$ cat src/sv/qpd_pkg.sv
`timescale 1ns / 1ps

package qpd_pkg;

    localparam int MAX_LEVELS_DEF = 32;
    localparam int CFG_W          = 6;
    localparam int COORD_W        = 32;
    localparam int NIBBLE_BITS    = 4;
    localparam int LEAF_SIDE      = 2;
    localparam int LEAF_HALF      = LEAF_SIDE / 2;

    localparam logic [CFG_W-1:0] TREE_LEVELS_RST = CFG_W'(16);

    typedef enum logic [2:0] {
        PH_ROOT  = 3'd0,
        PH_OPEN  = 3'd1,
        PH_TAIL  = 3'd2,
        PH_CHILD = 3'd3,
        PH_CLOSE = 3'd4,
        PH_DONE  = 3'd5,
        PH_ERR   = 3'd6
    } t_phase;

    // everything one tree bit produces, handed from the parser to the output stage
    typedef struct packed {
        logic [NIBBLE_BITS-1:0] mask;
        logic [COORD_W-1:0]     row;
        logic [COORD_W-1:0]     col;
        logic                   used;
        logic                   fin;
        logic                   mal;
    } t_bundle;

endpackage

$ cat src/sv/qpd_step.sv
`timescale 1ns / 1ps

module qpd_step import qpd_pkg::*; #(
    parameter int MAX_LEVELS = MAX_LEVELS_DEF
) (
    input  logic                   i_clk,
    input  logic                   i_rst_n,
    input  logic                   i_cfg_we,
    input  logic [CFG_W-1:0]       i_cfg_data,
    input  logic                   i_go,
    input  logic                   i_tree_bit,
    input  logic [NIBBLE_BITS-1:0] i_leaf_nibble,
    output t_bundle                o_bundle
);

    localparam int DW = $clog2(MAX_LEVELS + 1);
    localparam int IW = $clog2(MAX_LEVELS);
    localparam logic [6:0] MAX7 = 7'(MAX_LEVELS);

    logic [CFG_W-1:0]   r_levels;
    logic [1:0]         r_stack [MAX_LEVELS];
    logic [DW-1:0]      r_depth, n_depth;
    t_phase             r_phase, n_phase;
    logic [1:0]         r_skip, n_skip;
    logic [COORD_W-1:0] r_row, n_row, r_col, n_col;

    logic [6:0]         lv7, d7, pos, hpos;
    logic [DW-1:0]      dm1;
    logic [IW-1:0]      rd_idx;
    logic [1:0]         k, kn;
    logic [COORD_W-1:0] keep, half;

    t_phase             c_phase;
    logic [DW-1:0]      c_depth;
    logic [COORD_W-1:0] c_row, c_col;
    logic               c_fin;

    logic               wr_en;
    logic [1:0]         wr_val;
    logic               fin, mal, used;

    // side exponent saturated into 1..MAX_LEVELS
    always_comb begin
        if (r_levels == '0) begin
            lv7 = 7'd1;
        end else if ({1'b0, r_levels} > MAX7) begin
            lv7 = MAX7;
        end else begin
            lv7 = {1'b0, r_levels};
        end
    end

    assign d7     = 7'(r_depth);
    assign dm1    = r_depth - DW'(1);
    // child scan reads its own level, a close reads the parent
    assign rd_idx = (r_phase == PH_CHILD) ? r_depth[IW-1:0] : dm1[IW-1:0];
    assign k      = r_stack[rd_idx];
    assign kn     = k + 2'd1;
    assign pos    = lv7 - d7;
    assign hpos   = lv7 - d7 - 7'd1;
    assign keep   = ~(COORD_W'(1) << pos);
    assign half   = COORD_W'(1) << hpos;

    // outcome of closing the current node
    always_comb begin
        c_phase = PH_ERR;
        c_depth = r_depth;
        c_row   = r_row;
        c_col   = r_col;
        c_fin   = 1'b0;
        if (r_depth == '0) begin
            c_phase = PH_DONE;
            c_fin   = 1'b1;
        end else if (d7 > MAX7 || d7 >= lv7) begin
            c_phase = PH_ERR;
        end else begin
            c_row   = r_row & keep;
            c_col   = r_col & keep;
            c_depth = dm1;
            c_phase = (k == 2'd3) ? PH_CLOSE : PH_CHILD;
        end
    end

    always_comb begin
        n_phase = r_phase;
        n_depth = r_depth;
        n_skip  = r_skip;
        n_row   = r_row;
        n_col   = r_col;
        wr_en   = 1'b0;
        wr_val  = 2'd0;
        fin     = 1'b0;
        mal     = 1'b0;
        used    = 1'b0;
        unique case (r_phase)
            PH_ROOT: begin
                if (i_tree_bit) begin
                    n_depth = '0;
                    n_phase = PH_OPEN;
                end else begin
                    n_phase = PH_ERR;
                end
            end
            PH_OPEN: begin
                if (!i_tree_bit) begin
                    n_phase = c_phase;
                    n_depth = c_depth;
                    n_row   = c_row;
                    n_col   = c_col;
                    fin     = c_fin;
                end else if (d7 + 7'd1 >= lv7) begin
                    used    = 1'b1;
                    n_skip  = 2'd2;
                    n_phase = PH_TAIL;
                end else if (d7 < MAX7) begin
                    wr_en   = 1'b1;
                    wr_val  = 2'd0;
                    n_depth = r_depth + DW'(1);
                    n_phase = PH_OPEN;
                end else begin
                    n_phase = PH_ERR;
                end
            end
            PH_TAIL: begin
                if (i_tree_bit) begin
                    n_phase = PH_ERR;
                end else begin
                    n_skip = r_skip - 2'd1;
                    if (n_skip == 2'd0) begin
                        n_phase = c_phase;
                        n_depth = c_depth;
                        n_row   = c_row;
                        n_col   = c_col;
                        fin     = c_fin;
                    end
                end
            end
            PH_CHILD: begin
                if (!i_tree_bit || d7 >= MAX7 || d7 + 7'd1 >= lv7 || k == 2'd3) begin
                    n_phase = PH_ERR;
                end else begin
                    wr_en   = 1'b1;
                    wr_val  = kn;
                    if (kn[1]) begin
                        n_row = r_row | half;
                    end
                    if (kn[0]) begin
                        n_col = r_col | half;
                    end
                    n_depth = r_depth + DW'(1);
                    n_phase = PH_OPEN;
                end
            end
            PH_CLOSE: begin
                if (i_tree_bit) begin
                    n_phase = PH_ERR;
                end else begin
                    n_phase = c_phase;
                    n_depth = c_depth;
                    n_row   = c_row;
                    n_col   = c_col;
                    fin     = c_fin;
                end
            end
            PH_DONE: begin
                fin = 1'b1;
                mal = 1'b1;
            end
            default: begin
                n_phase = PH_ERR;
            end
        endcase
        if (n_phase == PH_ERR) begin
            mal = 1'b1;
        end
    end

    always_comb begin
        o_bundle.mask = used ? i_leaf_nibble : '0;
        o_bundle.row  = r_row;
        o_bundle.col  = r_col;
        o_bundle.used = used;
        o_bundle.fin  = fin;
        o_bundle.mal  = mal;
    end

    always_ff @(posedge i_clk) begin
        if (!i_rst_n || i_cfg_we) begin
            r_levels <= i_rst_n ? i_cfg_data : TREE_LEVELS_RST;
            r_phase  <= PH_ROOT;
            r_depth  <= '0;
            r_skip   <= 2'd0;
            r_row    <= '0;
            r_col    <= '0;
            for (int i = 0; i < MAX_LEVELS; i++) begin
                r_stack[i] <= 2'd0;
            end
        end else if (i_go) begin
            r_phase <= n_phase;
            r_depth <= n_depth;
            r_skip  <= n_skip;
            r_row   <= n_row;
            r_col   <= n_col;
            if (wr_en) begin
                r_stack[r_depth[IW-1:0]] <= wr_val;
            end
        end
    end

endmodule

$ cat src/sv/qpd_emit.sv
`timescale 1ns / 1ps

module qpd_emit import qpd_pkg::*; (
    input  logic               i_clk,
    input  logic               i_rst_n,
    input  logic               i_load,
    input  t_bundle            i_bundle,
    output logic               o_free,
    output logic               o_valid,
    input  logic               i_ready,
    output logic [COORD_W-1:0] o_row,
    output logic [COORD_W-1:0] o_col,
    output logic               o_pair_valid,
    output logic               o_last,
    output logic               o_leaf_used,
    output logic               o_finished,
    output logic               o_malformed
);

    logic                   r_valid;
    t_bundle                r_b;
    logic [NIBBLE_BITS-1:0] low;
    logic                   last, take;

    // lowest set bit of the leaf mask goes out first
    assign low  = r_b.mask & (~r_b.mask + NIBBLE_BITS'(1));
    assign last = (r_b.mask & (r_b.mask - NIBBLE_BITS'(1))) == '0;
    assign take = r_valid && i_ready;

    assign o_free       = !r_valid || (take && last);
    assign o_valid      = r_valid;
    assign o_pair_valid = r_b.mask != '0;
    assign o_last       = last;
    assign o_leaf_used  = r_b.used;
    assign o_finished   = r_b.fin;
    assign o_malformed  = r_b.mal;

    always_comb begin
        o_row = '0;
        o_col = '0;
        if (r_b.mask != '0) begin
            o_row = r_b.row + ((low[2] || low[3]) ? COORD_W'(LEAF_HALF) : '0);
            o_col = r_b.col + ((low[1] || low[3]) ? COORD_W'(LEAF_HALF) : '0);
        end
    end

    always_ff @(posedge i_clk) begin
        if (!i_rst_n) begin
            r_valid <= 1'b0;
        end else if (i_load) begin
            r_valid <= 1'b1;
        end else if (take && last) begin
            r_valid <= 1'b0;
        end
    end

    always_ff @(posedge i_clk) begin
        if (i_load) begin
            r_b <= i_bundle;
        end else if (take) begin
            r_b.mask <= r_b.mask & ~low;
        end
    end

endmodule

$ cat src/sv/quadtree_parens_decoder.sv
`timescale 1ns / 1ps

// Quadtree decoder for a balanced-parentheses tree stream, one tree bit per input
// word. An accepted word sits in an input register, is parsed against the level stack
// and coordinate bases once the output stage is free, and its results are loaded into
// the output register. A word produces max(1, n) output words, n being the set bits
// of a consumed leaf nibble; the output stage sends one word per cycle unless i_ready
// stalls it, so a word with no entries or one entry goes through at one per cycle and
// a leaf with n entries holds the input side until its last entry is taken. Writing
// the config register restarts the decode; the user must write it only while the block is idle (not enforced).
module quadtree_parens_decoder import qpd_pkg::*; #(
    parameter int MAX_LEVELS = MAX_LEVELS_DEF
) (
    input  logic                   i_clk,
    input  logic                   i_rst_n,
    input  logic                   i_cfg_we,
    input  logic [CFG_W-1:0]       i_cfg_data,
    input  logic                   i_valid,
    output logic                   o_ready,
    input  logic                   i_tree_bit,
    input  logic [NIBBLE_BITS-1:0] i_leaf_nibble,
    output logic                   o_valid,
    input  logic                   i_ready,
    output logic [COORD_W-1:0]     o_row,
    output logic [COORD_W-1:0]     o_col,
    output logic                   o_pair_valid,
    output logic                   o_last,
    output logic                   o_leaf_used,
    output logic                   o_finished,
    output logic                   o_malformed
);

    logic                   r_in_valid;
    logic                   r_in_bit;
    logic [NIBBLE_BITS-1:0] r_in_nib;
    logic                   free, go;
    t_bundle                bundle;

    assign go      = r_in_valid && free;
    assign o_ready = !r_in_valid || go;

    always_ff @(posedge i_clk) begin
        if (!i_rst_n) begin
            r_in_valid <= 1'b0;
        end else if (o_ready) begin
            r_in_valid <= i_valid;
        end
    end

    always_ff @(posedge i_clk) begin
        if (o_ready && i_valid) begin
            r_in_bit <= i_tree_bit;
            r_in_nib <= i_leaf_nibble;
        end
    end

    qpd_step #(
        .MAX_LEVELS(MAX_LEVELS)
    ) u_step (
        .i_clk        (i_clk),
        .i_rst_n      (i_rst_n),
        .i_cfg_we     (i_cfg_we),
        .i_cfg_data   (i_cfg_data),
        .i_go         (go),
        .i_tree_bit   (r_in_bit),
        .i_leaf_nibble(r_in_nib),
        .o_bundle     (bundle)
    );

    qpd_emit u_emit (
        .i_clk       (i_clk),
        .i_rst_n     (i_rst_n),
        .i_load      (go),
        .i_bundle    (bundle),
        .o_free      (free),
        .o_valid     (o_valid),
        .i_ready     (i_ready),
        .o_row       (o_row),
        .o_col       (o_col),
        .o_pair_valid(o_pair_valid),
        .o_last      (o_last),
        .o_leaf_used (o_leaf_used),
        .o_finished  (o_finished),
        .o_malformed (o_malformed)
    );

endmodule

$ cat config.mk
export PLATFORM = sky130hd
export DESIGN_NAME = quadtree_parens_decoder
export DESIGN_NICKNAME = d
export VERILOG_FILES = /design/src/sv/qpd_pkg.sv /design/src/sv/qpd_step.sv /design/src/sv/qpd_emit.sv /design/src/sv/quadtree_parens_decoder.sv
export SDC_FILE = /design/constraint.sdc
export NUM_CORES = 1
export LEC_CHECK = 0
export ABC_AREA = 1
export CORE_ASPECT_RATIO = 1.1
export CORE_MARGIN = 8
export CORE_UTILIZATION = 35
export DETAILED_ROUTE_END_ITERATION = 8
export DONT_BUFFER_PORTS = 1
export HOLD_SLACK_MARGIN = 0.1
export REMOVE_ABC_BUFFERS = 1
export SYNTH_ARGS = -nofsm -noshare
export SYNTH_HDL_FRONTEND = slang
export SYNTH_HIERARCHICAL = 1
export SYNTH_SLANG_ARGS = --single-unit
$ cat constraint.sdc
create_clock -name i_clk -period 6.2 [get_ports i_clk]
set_clock_uncertainty 0.1 [all_clocks]
set_input_delay 1.55 -clock i_clk [delete_from_list [all_inputs] [get_ports i_clk]]
set_output_delay 1.55 -clock i_clk [all_outputs]
set_load 0.005 [all_outputs]
==> results of run 1 <==
==> path summary, 6_finish.rpt <==
| path | start | to | slack [ps] | depth (start not counted) |
|---|---|---|---|---|
| worst max-delay path | u_step/r_phase[2] | u_step/r_col[14] | 1560 | 19 |
| worst min-delay path | u_step/r_col[1] | u_emit/r_b[4] | 330 | 0 |
| worst max register to register | u_step/r_phase[2] | u_step/r_col[14] | 1560 | 19 |
| worst min register to register | u_step/r_col[1] | u_emit/r_b[4] | 330 | 0 |
==> synth_stat cells (19+ instances only) <==
cell / count
o21ai_0: 80
nand2_1: 560
nor2_1: 307
edfxtp_1: 146
nand3_1: 128
a21oi_1: 125
nor2_4: 19
nand2_2: 20
nor3_1: 57
ha_1: 24
clkbuf_1: 27
dfxtp_1: 77
inv_1: 204
==> routing by layer <==
metal	track usage, %	vias up	part of all wire [%]
met5	0	-	0
li1	-	6216	-
met4	4.788	0	2.8
met2	30.34	392	50
met1	21.81	5794	42
met3	1.900	74	5.2
==> registers in the layout, indices dropped and copies added (netlist names), 2 cells and up <==
register	cells
u_emit/r_b	68
u_step/r_stack	64
u_step/r_col	32
u_step/r_row	32
u_step/r_depth	6
u_step/r_levels	6
r_in_nib	4
u_step/r_phase	3
u_step/r_skip	2
==> kinds of logic after synthesis <==
| group | synth area share [%] |
|---|---|
| simple gates | 35.98 |
| buf+inv | 8.748 |
| compound gates | 9.019 |
| mux | 0.2165 |
| fa+ha+maj | 2.309 |
| xor+xnor | 1.010 |
| flops | 42.71 |
==> metrics by stage <==
step                      utilization [%]  std cells  setup TNS (ps)
after global routing                38.36       2432               0
after CTS                           38.36       2432               0
after detailed placement            36.26       2386               0
after floorplan                         -       1869          -65850
final                               38.36       2432               0
after global placement              36.26       2386               0
==> worst max-delay path: cells and delay by family (launching register included) <==
| kind | cells | cell delay (ps) |
|---|---|---|
| simple gates | 11 | 1890 |
| fa+ha+maj | 2 | 830 |
| buf+inv | 4 | 730 |
| flops | 1 | 500 |
| compound gates | 2 | 450 |
==> cell type report <==
type / instances / area [sq um] / area share, %
Inverter: 219 / 822.0 / 5.470
Sequential cell: 223 / 5926 / 39.43
Clock buffer: 29 / 640.6 / 4.262
Timing Repair Buffer: 10 / 75.07 / 0.4995
Multi-Input combinational cell: 1427 / 6749 / 44.91
Tap cell: 507 / 634.4 / 4.221
Clock inverter: 17 / 182.7 / 1.215
==> where the power goes <==
group          internal (mW)  switching, mW  leakage, nW
clock network          0.872          0.606        0.390
registers               1.63         0.0415         2.13
logic                  0.133          0.399         3.38
total                   2.63           1.05         5.90
==> key figures, run 1 <==
Global route
  – Gr ovfl total: 0
  – Number of global-route vias before repair: 11,790
  – Antenna violations before repair: 0
  – First-pass GRT wire length: 64,450 microns
  – GRT Util Overall: 17.16%
  – Largest net degree at the start of global routing: 107

Worst setup path
  – Critical Path Start Type: flip-flop
  – Critical path's slowest cell: nor2_4
  – Critical path endpoint category: flip-flop
  – Crit path required time: 6550 ps
  – WP data arrival: 4990 ps
  – Slowest stage delay, CP: 660 ps
  – Critical-path cell list: inv_2 -> nand3_2 -> inv_2 -> ha_1 -> inv_1 -> a21boi_0 -> nand2_1 -> nand3_1 -> nand3_1 -> nand3_1 -> nand2_1 -> ha_1 -> inv_1 -> nand4_1 -> nand2_1 -> nand4_2 -> nor2_4 -> nand2_1 -> a21oi_1
  – Worst setup path class: flip-flop to flip-flop
  – CP max FO: 32
  – CP dominant cell by count: nand2_1

Floorplanning
  – I/O pins: 87
  – Die area: 46,270 sq um
  – Die X: 205.8 microns
  – Die Y: 224.8 microns
  – Cell Rows: 76
  – Initial Util: 35.41%
  – CORE AREA: 39,180 sq um

Detailed routing
  – Total number of vias: 12,480
  – Initial DRC Count: 1,137
  – Routed length per instance: 16.61 microns
  – DRC: 0
  – Vias/cell: 5.130
  – Detail Route Antenna Nets: 0
  – 1st-pass router iterations: 5
  – Post-Route WL: 40,400 microns

CTS
  – Worst-Skew Late Latency: 540 ps
  – CTS Sinks: 223
  – Worst-path clk slew: 60 ps
  – Post-cts sizing count: 0
  – Root Buffer: clkbuf_16
  – Total CTS buffers: 25
  – Maximum clock path buffer count: 3
  – H-Tree Level Count: 1
  – Postcts setup bufs: 0
  – Post-CTS Hold Buffers: 0
  – CTS tree: built

Run
  – Max-Cap Viols: 0

Synthesis
  – Main area contributors after synthesis: edfxtp_1 32%, nand2_1 15%, dfxtp_1 11%
  – Post-Syn Instances: 1,940
  – Mapped Area: 13,870 sq um
  – Post-synthesis sequential area ratio: 42.71%
  – Unique masters post-synth: 52
  – Post-synth top area share: 31.60%
  – Synth Flop Type: edfxtp_1
  – Syn avg cell area: 7.151 sq um
  – Async S/R FF share, synth: 0%
  – Dominant cell type by area after synthesis: edfxtp_1
  – #FFs+latches synth: 223
  – Number of synthesized flops with an enable pin: 146
  – Synth Warn #: 6

Power and ir drop
  – Pleak: 5.899 nW
  – PwrDens: 244.9 nW/um^2
  – Power, Total: 3.680 mW
  – Peak VDD IR: 0.1887 mV

Outcome
  – Status: finished, final reports clean

Layout
  – Final nets: 1,947
  – ANT cells: 0
  – Most common cell after layout, fill and taps aside: nand2_1
  – # fillers: 4,126
  – Final Cell Area: 15,030 sq um
  – Layout cells sized above 1: 7.429%
  – Area grow syn2layout: 8.333%
  – Most frequent cells in the layout: 560 x nand2_1, 305 x nor2_1, 203 x inv_1

Placement
  – GP Congestion: 0.9253
  – DP HPWL: 30,560 microns
  – Placed cell areas: 14,210 sq um
  – Setup slack at placement: 1653 ps
  – Buffers on Ports: 0

STA
  – RSZ-0062 raised after global routing: no
  – Period utilization: 74.85%
  – Final worst slack: 1560 ps
  – Final Hold Fails: 0
  – Tmin final: 4640 ps
  – Max Slew Vio Count: 0
  – Slew @ Worst Pin: 1224 ps
  – Final Hold Slack: 331.3 ps
  – Worst rel slew slack: 18.37%
  – Final setup vio count: 0
  – Max Freq: 0.2155 GHz

Hold path
  – Hold Crit Class: flip-flop to flip-flop
No activity file was read; power rests on OpenSTA's default activity.
==> run 2: changes to the inputs <==
- ABC_AREA: 1 -> 0
- clock period: 6.2 -> 4.1 ns (I/O delays scaled with it)
==> run 2 against run 1 <==
Flip-flop and latch count is the same; register-to-register slack lost 1700 ps; combinational power grew 58%; synthesized area shrank 7.8%; utilization grew 4.4 points; critical path depth shrank 3; the run now ends with negative setup slack left; first-iteration DRC count shrank 19%; via count shrank 13%; count of clock-buffer cells in the layout shrank 3; fmax grew 10%; design area grew 2.7%.
==> key figures, run 2 <==
STA
  – Setup TNS: -1767 ps
  – Final Hold Fails: 0
  – Slew @ Worst Pin: 991.7 ps
  – RSZ-0062 raised after global routing: yes
  – Final Hold Slack: 327.7 ps
  – Final worst slack: -120.2 ps
  – Worst rel slew slack: 33.63%
  – Max Slew Vio Count: 0
  – Tmin final: 4220 ps
  – Period utilization: 102.9%
  – Final setup vio count: 43
  – Max Freq: 0.2370 GHz

Worst setup path
  – Worst setup path class: flip-flop to flip-flop
  – Reg-to-Reg Start: u_step/r_depth[1]
  – Slowest stage delay, CP: 600 ps
  – CP max FO: 8
  – Critical path buffers and inverters: 4
  – Crit path required time: 4410 ps
  – Crit path from: u_step/r_depth[1]
  – Critical path endpoint category: flip-flop
  – WP data arrival: 4530 ps
  – Family with the most delay on the worst path: multiplexers
  – Critical Path Start Type: flip-flop
  – Critical path's slowest cell: or4b_4
  – Critical-path cell list: buf_6 -> and4bb_2 -> a21oi_2 -> buf_6 -> mux2_4 -> mux4_2 -> mux2_4 -> mux2_4 -> ha_4 -> inv_2 -> nand3_2 -> o31a_1 -> buf_4 -> or4b_4 -> o211ai_1 -> o31ai_1
  – CP dominant cell by count: mux2_4

Global route
  – First-pass GRT wire length: 56,750 microns
  – Number of global-route vias before repair: 10,490
  – Gr ovfl total: 0
  – Antenna violations before repair: 0
  – GRT Util Overall: 16.03%
  – Largest net degree at the start of global routing: 84

Run
  – Max-Cap Viols: 0

Layout
  – Max reg flops: 68
  – Most frequent cells in the layout: 146 x edfxtp_1, 108 x nand2_1, 99 x nor2_1
  – Largest Register: u_emit/r_b
  – Util after Layout: 42.77%
  – Final nets: 1,434
  – ANT cells: 0
  – Area grow syn2layout: 20.59%
  – Top flop regs: u_emit/r_b: 68 flops, u_step/r_stack: 64 flops
  – Layout cells sized above 1: 21.69%
  – # fillers: 3,463
  – Most common cell after layout, fill and taps aside: edfxtp_1

CTS
  – CTS tree: built
  – Root Buffer: clkbuf_16
  – H-Tree Level Count: 1
  – Total CTS buffers: 24
  – Maximum clock path buffer count: 3
  – Post-CTS Hold Buffers: 0
  – Worst-Skew Late Latency: 550 ps
  – Worst-path clk slew: 70 ps
  – CTS Sinks: 223

Synthesis
  – #FFs+latches synth: 223
  – Mapped Area: 12,800 sq um
  – Post-synthesis sequential area ratio: 46.30%
  – Syn avg cell area: 9.451 sq um
  – Count leader, synth: edfxtp_1
  – Synth top cells by count: 146 x edfxtp_1, 111 x o21ai_0, 109 x nand2_1
  – Dominant cell type by area after synthesis: edfxtp_1
  – Synth Flop Type: edfxtp_1
  – Unique masters post-synth: 80
  – Post-synth top area share: 34.26%
  – Async S/R FF share, synth: 0%
  – Number of synthesized flops with an enable pin: 146
  – Main area contributors after synthesis: edfxtp_1 34%, dfxtp_1 12%, o21ai_0 4.3%
  – Post-Syn Instances: 1,354
  – Synth Warn #: 6

Floorplanning
  – I/O pins: 87
  – Cell Rows: 73
  – Die Y: 216.6 microns
  – Die X: 198.3 microns
  – Die area: 42,950 sq um
  – CORE AREA: 36,080 sq um
  – Initial Util: 35.47%

Detailed routing
  – Post-Route WL: 37,130 microns
  – Total number of vias: 10,910
  – Initial DRC Count: 916
  – 1st-pass router iterations: 5
  – Vias/cell: 5.747
  – DRC: 0
  – Detail Route Antenna Nets: 0
  – Routed length per instance: 19.56 microns

Outcome
  – Status: complete, but fails checks
  – Failing checks: negative setup slack

Power and ir drop
  – Peak VDD IR: 0.2609 mV
  – PwrDens: 354.6 nW/um^2
  – Pleak: 5.256 nW
  – Power, Total: 5.472 mW

Placement
  – GP Congestion: 0.9475
  – Buffers on Ports: 0
  – DP HPWL: 25,890 microns
  – Setup slack at placement: -236.1 ps

Hold path
  – Hold Crit Class: flip-flop to flip-flop
  – Hold path start: u_step/r_col[2]
## run 2: cell count changes in the layout (fill, tap and decap cells not counted), moves of 31 or more
cell     previous run  this run
a21oi_1           125        75
buf_4              10        98
inv_1             203        38
nand2_1           560       108
nand3_1           128        40
nor2_1            305        99
nor3_1             57        26
nor4_1              1        48
o21ai_1             2        55
o31ai_1             1        33
## run 2: repair_timing
item,4_1_cts,5_1_grt
cloned,2,6
setup buffers,11,18
hold endpoints to repair,0,0
setup endpoints to repair,171,215
gates resized for setup,69,152
pin swaps,41,39
## run 2: metrics by stage
stage | instance area, sq um | std cells
3_5_place_dp | 13650 | 1818
6_report | 15430 | 1898
5_1_grt | 15430 | 1898
3_3_place_gp | 13650 | 1818
2_1_floorplan | 12330 | 1244
4_1_cts | 14750 | 1875
## run 2: final timing paths
| path | end | slack (ps) | cells past startpoint |
|---|---|---|---|
| setup / recovery | u_step/r_col[0] | -120 | 16 |
| hold / removal | u_emit/r_b[5] | 330 | 0 |
| setup reg to reg | u_step/r_col[0] | -120 | 16 |
| hold reg to reg | u_emit/r_b[5] | 330 | 0 |
## run 2: routing by layer
layer | up-vias | wire length [microns] | track usage [%] | share of wire, %
met2 | 288 | 19010 | 29.15 | 51
li1 | 5225 | - | - | -
met3 | 74 | 1830 | 2.418 | 4.9
met4 | 0 | 1033 | 4.857 | 2.8
met5 | - | 0 | 0 | 0
met1 | 5320 | 15260 | 19.11 | 41
## run 2: cells by family after synthesis
family	synth area share, %
AO/OA/AOI/OAI	18.56
buffers and inverters	4.947
AND/OR/NAND/NOR	20.09
XOR/XNOR	2.943
adder cells (fa/ha/maj)	2.503
flip-flops	46.30
multiplexers	4.654
## run 2: cell type report
type / count / area, sq um / area share, %
Clock buffer: 26 / 608.1 / 3.940
Clock inverter: 18 / 165.2 / 1.070
Inverter: 43 / 165.2 / 1.070
Multi-Input combinational cell: 978 / 6904 / 44.74
Sequential cell: 223 / 5928 / 38.41
Tap cell: 487 / 609.3 / 3.948
Timing Repair Buffer: 123 / 1052 / 6.819
## run 2: where the power goes
group | internal (mW) | switching [mW] | total [mW]
clock | 1.21 | 0.915 | 2.12
combinational | 0.275 | 0.564 | 0.839
sequential | 2.46 | 0.0526 | 2.51
==> run 3: changes to the inputs <==
- CORE_MARGIN: 8 -> 2
==> run 3 against run 2 <==
The flow still finishes with violations (negative setup slack); non-clock buffer count is 13 lower; critical path depth did not move; highest routed layer unchanged; power shrank 1.3%; sequential share of layout area rose by 0.34 points; cell count shrank 0.79%.
==> key figures, run 3 (synthesized netlist as in run 2, its figures left out) <==
Hold path
  – WHS Endpoint: u_emit/r_b[62]
  – Hold Crit Class: flip-flop to flip-flop
  – Hold path start: u_step/r_row[27]
  – Worst hold stages: 0

Run
  – Max-Cap Viols: 0

Power and ir drop
  – PwrDens: 353.0 nW/um^2
  – Power, Total: 5.401 mW
  – Peak VDD IR: 0.2349 mV
  – Pleak: 5.228 nW

Global route
  – Number of global-route vias before repair: 10,280
  – First-pass GRT wire length: 55,780 microns
  – Antenna violations before repair: 0
  – Largest net degree at the start of global routing: 77
  – GRT Util Overall: 17.86%
  – Gr ovfl total: 0

STA
  – Final Hold Fails: 0
  – RSZ-0062 raised after global routing: yes
  – Slew @ Worst Pin: 1013 ps
  – Max Freq: 0.2383 GHz
  – Tmin final: 4197 ps
  – Worst rel slew slack: 32.21%
  – Final setup vio count: 39
  – Max Slew Vio Count: 0
  – Period utilization: 102.4%
  – Final worst slack: -96.68 ps

Layout
  – # fillers: 3,442
  – Max reg flops: 68
  – Area grow syn2layout: 19.53%
  – Util after Layout: 42.40%
  – Most frequent cells in the layout: 146 x edfxtp_1, 108 x nand2_1, 100 x nor2_1
  – Layout cells sized above 1: 21.78%
  – ANT cells: 0
  – Final nets: 1,420
  – Post-route insts no fill: 1,883
  – Most common cell after layout, fill and taps aside: edfxtp_1
  – Top flop regs: u_emit/r_b: 68 flops, u_step/r_stack: 64 flops
  – Largest Register: u_emit/r_b

CTS
  – H-Tree Level Count: 1
  – Root Buffer: clkbuf_16
  – Worst-path clk slew: 70 ps
  – CTS tree: built
  – Total CTS buffers: 23
  – Maximum clock path buffer count: 3
  – Worst-Skew Late Latency: 530 ps
  – CTS Sinks: 223

Detailed routing
  – Detail Route Antenna Nets: 0
  – Post-Route WL: 35,690 microns
  – Total number of vias: 10,870
  – Initial DRC Count: 763
  – 1st-pass router iterations: 5
  – Routed length per instance: 18.95 microns
  – Vias/cell: 5.774
  – DRC: 0

Outcome
  – Failing checks: negative setup slack
  – Status: complete, but fails checks

Worst setup path
  – Worst setup path class: flip-flop to flip-flop
  – Reg-to-reg setup timing slack: -100 ps
  – Reg2reg end: u_step/r_row[15]
  – Reg2reg path depth: 16
  – Critical Path Start Type: flip-flop
  – WP data arrival: 4540 ps
  – Critical path endpoint category: flip-flop
  – Crit path required time: 4440 ps
  – Reg-to-Reg Start: u_step/r_phase[2]
  – CP max FO: 8

Placement
  – DP HPWL: 25,050 microns
  – Buffers on Ports: 0
  – GP Congestion: 0.9428
  – Placed cells: 1,820

Floorplanning
  – I/O pins: 87
  – Cell Rows: 73
  – Die area: 38,110 sq um
  – Die Y: 204.6 microns
  – CORE AREA: 36,080 sq um
  – Initial Util: 35.47%
  – Die X: 186.3 microns
[run 3: cell count changes in the layout (fill, tap and decap cells not counted), sizes merged]
cell / delta
buf: -13
bufinv: -1
clkbuf: +2
clkinv: -4
clkinvlp: -1
inv: +2
[run 3: worst max-delay path by stage]
stage	startpoint	end	slack, ps	cells past startpoint
5_1_grt	u_step/r_phase[2]	u_step/r_row[13]	-200	16
6_report	u_step/r_phase[2]	u_step/r_row[15]	-100	16
3_3_place_gp	u_step/r_phase[2]	u_step/r_col[8]	-180	15
4_1_cts	u_step/r_phase[2]	u_step/r_col[20]	-80	15
2_1_floorplan	u_step/r_phase[0]	u_step/r_row[17]	-1500	13
3_5_place_dp	u_step/r_depth[1]	u_step/r_col[0]	-230	15
[run 3: where the power goes]
part	internal, mW	switching (mW)
combinational	0.281	0.564
sequential	2.46	0.0511
clock	1.17	0.876
[run 3: cell type report]
cell class	count	area, sq um	area share, %
clock buffer	28	635.6	4.155
multi-input combinational	978	6890	45.04
timing repair buffer	110	967.2	6.323
tap	487	609.3	3.983
inverter	43	161.4	1.055
sequential	223	5928	38.75
clock inverter	14	105.1	0.6871
[run 3: per-stage QoR]
step                TNS, ps  area [sq um]  hold WS (ps)  worst slack, ps
floorplan           -210960         12330         301.9            -1503
global placement      -4915         13680         314.7           -184.5
detailed placement   -11820         13680         316.3           -233.6
CTS                   -1561         14710         330.9           -78.20
global route          -9142         15300         337.7           -204.0
finish                -2057         15300         329.2           -96.68
[run 3: critical path, cell delays in order (launching register included)]
cell,delay (ps)
dfxtp_2,330
nand3b_1,280
a21oi_2,220
buf_6,150
mux2_4,300
mux4_2,480
mux2_4,280
mux2_4,270
ha_4,170
inv_2,60
nand3_2,80
o31a_1,340
buf_6,180
nor4b_4,400
buf_6,220
o22ai_2,90
a21oi_1,150
[run 3: repair_timing]
item | in CTS | in global routing
resized for setup | 69 | 153
setup endpoints to repair | 174 | 198
cloned | 3 | 3
buffers inserted | 9 | 6
hold buffers | 0 | 0
pin swaps | 25 | 39
[run 3: metal layers]
layer	share of wire, %	global-route usage (%)	vias up
li1	-	-	5196
met1	41	22.13	5214
met2	50	31.49	370
met3	5.1	2.347	92
met4	3.4	7.286	0
met5	0	0	-
